## src/rtl/scc_ram.sv

```systemverilog
// Generic RAM: one write port, two registered read ports.
module scc_ram #(
  parameter int WIDTH = 8,
  parameter int DEPTH = 16
) (
  input  logic                     clk,
  input  logic                     we,
  input  logic [$clog2(DEPTH)-1:0] waddr,
  input  logic [WIDTH-1:0]         wdata,
  input  logic [$clog2(DEPTH)-1:0] raddr_a,
  input  logic [$clog2(DEPTH)-1:0] raddr_b,
  output logic [WIDTH-1:0]         rdata_a,
  output logic [WIDTH-1:0]         rdata_b
);

  logic [WIDTH-1:0] mem [DEPTH];

  always_ff @(posedge clk) begin
    if (we) begin
      mem[waddr] <= wdata;
    end
    rdata_a <= mem[raddr_a];
    rdata_b <= mem[raddr_b];
  end

endmodule

```

## config.mk

```make
export PLATFORM = sky130hd
export DESIGN_NAME = scc_ram
export DESIGN_NICKNAME = d
export VERILOG_FILES = /design/src/rtl/scc_ram.sv
export SDC_FILE = /design/constraint.sdc
export NUM_CORES = 1
export LEC_CHECK = 0
export BUFFER_PORTS_ARGS = -buffer_cell sky130_fd_sc_hd__buf_2
export CAP_MARGIN = 30
export CELL_PAD_IN_SITES_DETAIL_PLACEMENT = 2
export CELL_PAD_IN_SITES_GLOBAL_PLACEMENT = 2
export CORE_MARGIN = 2
export CORE_UTILIZATION = 49
export CTS_BUF_LIST = sky130_fd_sc_hd__clkbuf_4 sky130_fd_sc_hd__clkbuf_8
export DETAILED_ROUTE_END_ITERATION = 10
export PLACE_DENSITY_LB_ADDON = 0.08
export SETUP_SLACK_MARGIN = 0.1
export SLEW_MARGIN = 20
export SYNTH_ARGS = -nofsm -noshare
export SYNTH_HDL_FRONTEND = slang
export SYNTH_SLANG_ARGS = --single-unit
```

## constraint.sdc

```tcl
create_clock -name clk -period 2.4 [get_ports clk]
set_clock_uncertainty 0.1 [all_clocks]
set_input_delay 0.12 -clock clk [delete_from_list [all_inputs] [get_ports clk]]
set_output_delay 0.12 -clock clk [all_outputs]
set_load 0.05 [all_outputs]
```

Word level (Yosys, flattened, before mapping)
Memory sizes are Yosys's and may differ from the RTL's. A register that Yosys moved wholly into a read port is not among the register bits.
Index checks and enable logic that the tools add are counted.
{"block": "word_totals", "ff_bits": 0, "ramBits": 128, "out_inout_bits": 16, "elab_cells": 3, "memories": 1}
{"block": "classes", "muxes": 2}
{"memory": "mem", "words": 16, "width": 8, "rd": 2, "rd_clocked_by_memory_dff": 2, "wr": 1, "line_no": "16", "text": "logic [WIDTH-1:0] mem [DEPTH];"}
{"operator": "$mux 1", "count": 2}

Logic depth before layout (Yosys ltp)
Gate-level depths: netlist of run 1.
{"block": "depth", "ltp_word": 2, "ltp_mapped": 5}

Worst setup path before layout of run 1
OpenSTA, ideal clock, no wires.
{"block": "synth_path", "path_type": "in2reg", "startpoint": "input port waddr[2]", "endpoint": "memory mem[0][0] (enable)", "setup_ns": 0.383, "t_arrival_ns": 1.230, "required_ns": 1.917, "path_slack_ns": 0.687, "path_stages": 2, "n_path_buf": 0, "cell_sequence": "or3b_2 > nor3_1"}
{"item": "start, declared", "line_no": "8", "text": "input logic [$clog2(DEPTH)-1:0] waddr,"}
{"item": "end, declared", "line_no": "16"}
No word-level cell before the write port.

==> impl_results.md, run 1 <==
- Status: complete, no violations
- Register clock-pin slew on the reported worst setup and hold paths: 0.07 ns
- Final-report setup violation count: 0
- Hold Violations, Final: 0
- Synth cell types: 20
- Hold path cells: 3
- Hold Crit Endpoint: mem[5][1]$_DFFE_PP_
- NumNets Final: 401
- Final std cells w/o fill: 564
- Vias/cell: 6.19
- Layout area overhead: 14.8%
- Internal power: 0.00399 W
- H-tree levels: 4
- GP Congestion: 0.789
- CP max stage delay: 0.51 ns
- Switching power: 0.00125 W
- Mapped Avg Cell Area: 20.7 um^2
- Delay-heaviest family, CP: multiplexers
- Crit end category: flip-flop
- Clock power share: 35.2%
- CTS tree: built
- Final slew viol count: 0
- Total CTS buffers: 17
- Post-synthesis cell count: 307
- Clk root buf: clkbuf_8
- CP cell instances: mux4_1, a22oi_1, nand2_1
- Placed cells: 524
- Kind of critical path: reg2reg
- GRT overflow: 0
- WL per Instance: 30.3 um
- Final TNS setup: 0 ns
- DRT iter0 DRCs: 346
- Pwr/cell area: 720 mW/mm^2
- Worst Hold Launch: waddr[2]
- Startpoint types: flip-flop
- CTS sink cnt: 144
- Clk Latency, worst-skew pair: 0.45 ns
- Critical path data arrival time: 1.86 ns
- RSZ-0062 raised after global routing: no
- Vias in the first global route: 3954
- DRT Pass-1 Iters: 4
- IO Port Bufs: 37
- Syn_nets: 329
- Reg-to-Reg Start: mem[9][2]$_DFFE_PP_
- Top Ports: 38
- Die Area: 0.0139 mm^2
- DRT antenna net count: 0
- Worst slew pin tran: 0.939 ns
- DRC Markers: 0
- FF+latch count, synth: 144
- Max Cap Viol: 0
- Final Cycle Share: 68.5%
- Core area: 0.0126 mm^2
- Cell depth of the worst flop-to-flop path: 3
- Die Height: 118 um
- Row count: 41
- Worst vdd ir: 419 uV
- Critical-path top delay cell: mux4_1
- Via count: 3490
- Slew HR: 37.1%
- YS warnings: 0
- Crit path max fanout: 2
- Comb pwr share: 10.7%
- Post-CTS sizing: 0
- Antenna violations before repair: 0
- Largest net degree at the start of global routing: 33
- Max Freq: 608 MHz
- DP HPWL: 11.6 mm
- Seq pwr share: 54.1%
- First-pass GRT wire length: 25.3 mm
- Filler cells: 1088
- Area of the multi-input gates: 0.00201 mm^2
- Seq/Total Area, Yosys: 65.6%
- R2r endpoint: rdata_a[2]$_DFF_P_
- Initial Utilization: 50.3%
- Min Clock Period, post-route: 1.64 ns
- Share of post-route cells with drive strength above 1: 34.2%
- R2r setup slk: 0.76 ns
- Critical Path RT: 2.62 ns
- Leak: 2.55 nW
- Hold Crit Class: in2reg
- Max Root-Sink Buffers: 2
- Post-Route WL: 17.1 mm
- Util after Layout: 57.7%
- Total GRT Usage: 26.2%
- Antenna diode count: 0
- Die W: 118 um
- Sw frac: 23.9%
- Cell area after synthesis: 0.00635 mm^2
- Buf/Inv on CP: 0
- Storage element area: 0.00416 mm^2
==> worst reg2reg max path, stage by stage (launching register included) <==
cell and delay [ns]:
edfxtp_1 0.39, mux4_1 0.51, a22oi_1 0.40, nand2_1 0.11
==> power groups by stage <==
stage / Combinational, W / Clock [W] / Sequential, W
floorplan: 0.000253 / 0 / 0.00299
global placement: 0.000534 / 0 / 0.00288
detailed placement: 0.000551 / 0 / 0.00289
CTS: 0.000563 / 0.00188 / 0.00284
global route: 0.000591 / 0.00196 / 0.00284
finish: 0.000561 / 0.00185 / 0.00284
==> synthesized netlist by cell type, drive strengths merged <==
master | n | area share [%]
nand2b | 2 | 0.20
nand3 | 1 | 0.079
a22oi | 32 | 3.8
nand3b | 2 | 0.24
nor2 | 14 | 0.83
nor3 | 4 | 0.32
mux4 | 64 | 24
or3b | 1 | 0.14
buf | 14 | 1.8
nand2 | 17 | 1.0
nor2b | 2 | 0.20
and2 | 2 | 0.20
edfxtp | 128 | 61
dfxtp | 16 | 5.0
and2b | 2 | 0.24
clkdlybuf4s25 | 6 | 0.95
==> registers in the layout, indices dropped and copies added (netlist names) <==
| signal | count |
|---|---|
| rdata_b | 8 |
| rdata_a | 8 |
| mem | 128 |
==> worst max-delay path by stage <==
stage | start | endpoint | slack, ns | depth (start not counted)
2_1_floorplan | waddr[2] | mem[0][0]$_DFFE_PP_ | 0.69 | 2
3_3_place_gp | waddr[2] | mem[1][3]$_DFFE_PP_ | 0.39 | 3
3_5_place_dp | waddr[2] | mem[1][7]$_DFFE_PP_ | 0.41 | 3
4_1_cts | mem[10][4]$_DFFE_PP_ | rdata_b[4]$_DFF_P_ | 0.77 | 3
5_1_grt | mem[8][6]$_DFFE_PP_ | rdata_b[6]$_DFF_P_ | 0.72 | 3
6_report | mem[9][2]$_DFFE_PP_ | rdata_a[2]$_DFF_P_ | 0.76 | 3
==> cells in the final DEF, fill, tap and decap left out, drive strengths merged <==
cell type / instances
a22oi: 32
and2: 2
and2b: 2
buf: 65
bufinv: 1
clkbuf: 26
clkinv: 4
clkinvlp: 1
dfxtp: 16
dlygate4sd3: 8
edfxtp: 128
mux4: 64
nand2: 17
nand2b: 2
nand3: 1
nand3b: 2
nor2: 14
nor2b: 2
nor3: 4
or3b: 1
==> cells by family after synthesis <==
family | Yosys count | share of synthesized area, %
AOI/OAI and AO/OA | 32 | 3.79
buffers and inverters | 20 | 2.72
DFF | 144 | 65.6
muxes | 64 | 24.4
and+or+nand+nor | 47 | 3.43
==> area by class of cell <==
cell class	instances	share of cell area (%)
clock buffers	26	4.48
multi-input cells	143	27.6
well taps	172	2.95
clock inverters	6	0.790
repair buffers	73	7.04
flip-flops and latches	144	57.2
==> per-stage QoR <==
step                      area (um^2)  hold slack (ns)  setup slack, ns  power (W)
after floorplan                  6350            0.119            0.687    0.00324
after global placement           6820            0.414            0.394    0.00342
after detailed placement         6820            0.429            0.406    0.00344
after CTS                        7290           0.0883            0.768    0.00528
after global routing             7290            0.135            0.721    0.00540
final                            7290            0.120            0.756    0.00525
==> routing by layer <==
metal / GRT usage, % / vias up / part of all wire [%]
met1: 34.4 / 1872 / 41
met3: 3.63 / 20 / 5.7
met4: 10.3 / 0 / 1.7
li1: - / 1483 / -
met5: 0 / - / 0
met2: 44.4 / 115 / 52
==> timing repair <==
item	in CTS	in global routing
hold buffers	8	0
buffers inserted	0	0
endpoints found under the setup margin	0	0
hold endpoints to repair	128	0
Power figures use the tool's default switching activity.
==> run 2: changes to the inputs <==
- ABC_AREA: default -> 1
- CORE_UTILIZATION: 49 -> 39
- clock period: 2.4 -> 1.7 ns (I/O delays scaled with it)
==> run 2 against run 1 <==
Net effect: first-iteration DRC count is 34% higher; routed wire length increased by 59%; critical endpoint is now rdata_b[3]; synthesized cell count grew to 2.8 times the previous value; utilization is 12 points lower; non-clock buffer count grew 13; cell area up 13%; cell count is 100% higher; largest power group unchanged.
==> impl_results.md, run 2 <==
- Post-synthesis cell count: 851
- Worst slew pin tran: 0.435 ns
- Hold path cells: 4
- CTS tree: built
- Pwr/cell area: 946 mW/mm^2
- Clk Latency, worst-skew pair: 0.46 ns
- Final slew viol count: 0
- Post-CTS setup buffers: 0
- Total GRT Usage: 28.8%
- Share of post-route cells with drive strength above 1: 11.8%
- DRC Markers: 0
- Die W: 140 um
- Mapped Avg Cell Area: 8.53 um^2
- Antenna violations before repair: 0
- EDFF count, synth: 128
- Cell area after synthesis: 0.00726 mm^2
- Max Root-Sink Buffers: 2
- Registers with the most flip-flops: mem (128), rdata_a (8), rdata_b (8)
- Worst vdd ir: 509 uV
- YS warnings: 0
- Critical Path RT: 1.51 ns
- CTS sink cnt: 144
- Cell depth of the worst flop-to-flop path: 6
- Core area: 0.0181 mm^2
- Row count: 49
- Dpl cell area: 0.00775 mm^2
- Clk root buf: clkbuf_8
- Critical path data arrival time: 1.16 ns
- Final Cycle Share: 79.4%
- Layout area overhead: 13.5%
- Pre-CTS setup slack: 0.320 ns
- IO Port Bufs: 37
- Buf/Inv on CP: 1
- First-pass GRT wire length: 42.0 mm
- Synth cell types: 13
- Most common cell in the synthesized netlist: nand2_1
- NumNets Final: 930
- GRT overflow: 0
- Most frequent cells in the layout: nand2_1 (277), nand3_1 (225), inv_1 (134)
- Register clock-pin slew on the reported worst setup and hold paths: 0.07 ns
- Seq/Total Area, Yosys: 57.4%
- Vias in the first global route: 6930
- Die Area: 0.0197 mm^2
- Top Ports: 38
- Status: complete, no violations
- Worst path depth: 1
- Die Height: 140 um
- Ys flop type: edfxtp_1
- Delay-heaviest family, CP: flip-flops
- GP Congestion: 0.830
- Post-route design area: 0.00824 mm^2
- Slew HR: 71.0%
- RSZ-0062 raised after global routing: no
- Post-Route WL: 27.2 mm
- Yosys top cell by area: edfxtp_1
- Startpoint types: flip-flop
- Max Cap Viol: 0
- Hold Violations, Final: 0
- Via count: 6338
- CP max stage delay: 0.41 ns
- WL per Instance: 23.6 um
- Biggest register: mem
- Post-synth top cells: nand2_1 (277), nand3_1 (225), inv_1 (134)
- Final worst-path setup slack: 0.351 ns
- Antenna diode count: 0
- Crit end category: primary output
- Filler cells: 2003
- Total CTS buffers: 17
- Largest net degree at the start of global routing: 49
- Leak: 3.75 nW
- Initial Utilization: 40.1%
- Max reg flops: 128
- DRT Pass-1 Iters: 5
- Hold Crit Class: in2reg
- FF+latch count, synth: 144
- Min Clock Period, post-route: 1.35 ns
- Crit path max fanout: 1
- Final-report setup violation count: 0
- Area share of the largest cell type after synthesis: 52.9%
- Post-CTS sizing: 0
- Max Freq: 741 MHz
- Final TNS setup: 0 ns
- Kind of critical path: reg2out
- CP cell instances: buf_2
- Asr flop ratio synth: 0%
- Most common cell after layout, fill and taps aside: nand2_1
- DRT iter0 DRCs: 464
- Dominant cells by area after synthesis: edfxtp_1 (53%), nand3_1 (16%), nand2_1 (14%)
- H-tree levels: 4
- DRT antenna net count: 0
- Syn_nets: 873
- Critical-path top delay cell: dfxtp_1
- Vias/cell: 5.51
- DP HPWL: 18.1 mm
-- run 2: through the flow --
step	hold slack, ns	power [W]	cells	utilization [%]
2_1_floorplan	0.0839	0.00471	851	-
3_3_place_gp	0.395	0.00507	1107	42.8
3_5_place_dp	0.400	0.00511	1107	42.8
4_1_cts	0.0252	0.00784	1150	45.5
5_1_grt	0.0457	0.00806	1150	45.5
6_report	0.0596	0.00779	1150	45.5
-- run 2: layout make-up --
| cell class | instances | area (um^2) | area share [%] |
|---|---|---|---|
| flip-flops and latches | 144 | 4160 | 50.6 |
| clock inverters | 7 | 86.3 | 1.05 |
| repair buffers | 86 | 643 | 7.81 |
| multi-input cells | 521 | 2240 | 27.3 |
| well taps | 229 | 287 | 3.48 |
| inverters | 138 | 518 | 6.29 |
| clock buffers | 25 | 294 | 3.57 |
-- run 2: worst register-to-register path: cells and delay by family (launching register included) --
family	cells	cell delay [ns]
buf+inv	1	0.08
flops	1	0.36
simple gates	5	0.53
-- run 2: routing by layer --
layer | wire length (um) | track usage [%] | vias to the layer above
met1 | 12000 | 37.6 | 3273
li1 | - | - | 2854
met2 | 13500 | 49.9 | 168
met5 | 0 | 0 | -
met4 | 510 | 7.66 | 0
met3 | 1190 | 4.65 | 43
-- run 2: timing repair --
item                       4_1_cts  5_1_grt
hold buffers                    11        0
setup endpoints to repair        0        0
hold endpoints to repair       137        0
-- run 2: kinds of logic after synthesis --
family | Yosys count | synth area share, %
buffers and inverters | 186 | 11.7
AND/OR/NAND/NOR | 521 | 30.9
flip-flops | 144 | 57.4
-- run 2: where the power goes --
part / total, W / internal [W] / switching [W]
Combinational: 0.00107 / 0.000285 / 0.000787
Sequential: 0.00400 / 0.00395 / 0.0000443
Clock: 0.00273 / 0.00142 / 0.00130
-- run 2: final timing paths --
check             slack (ns)                 from            endpoint
setup / recovery        0.35   rdata_b[3]$_DFF_P_          rdata_b[3]
hold / removal          0.06           raddr_a[3]  rdata_a[6]$_DFF_P_
setup reg to reg        0.50  mem[5][0]$_DFFE_PP_  rdata_b[0]$_DFF_P_
hold reg to reg         0.60  mem[4][1]$_DFFE_PP_  rdata_a[1]$_DFF_P_
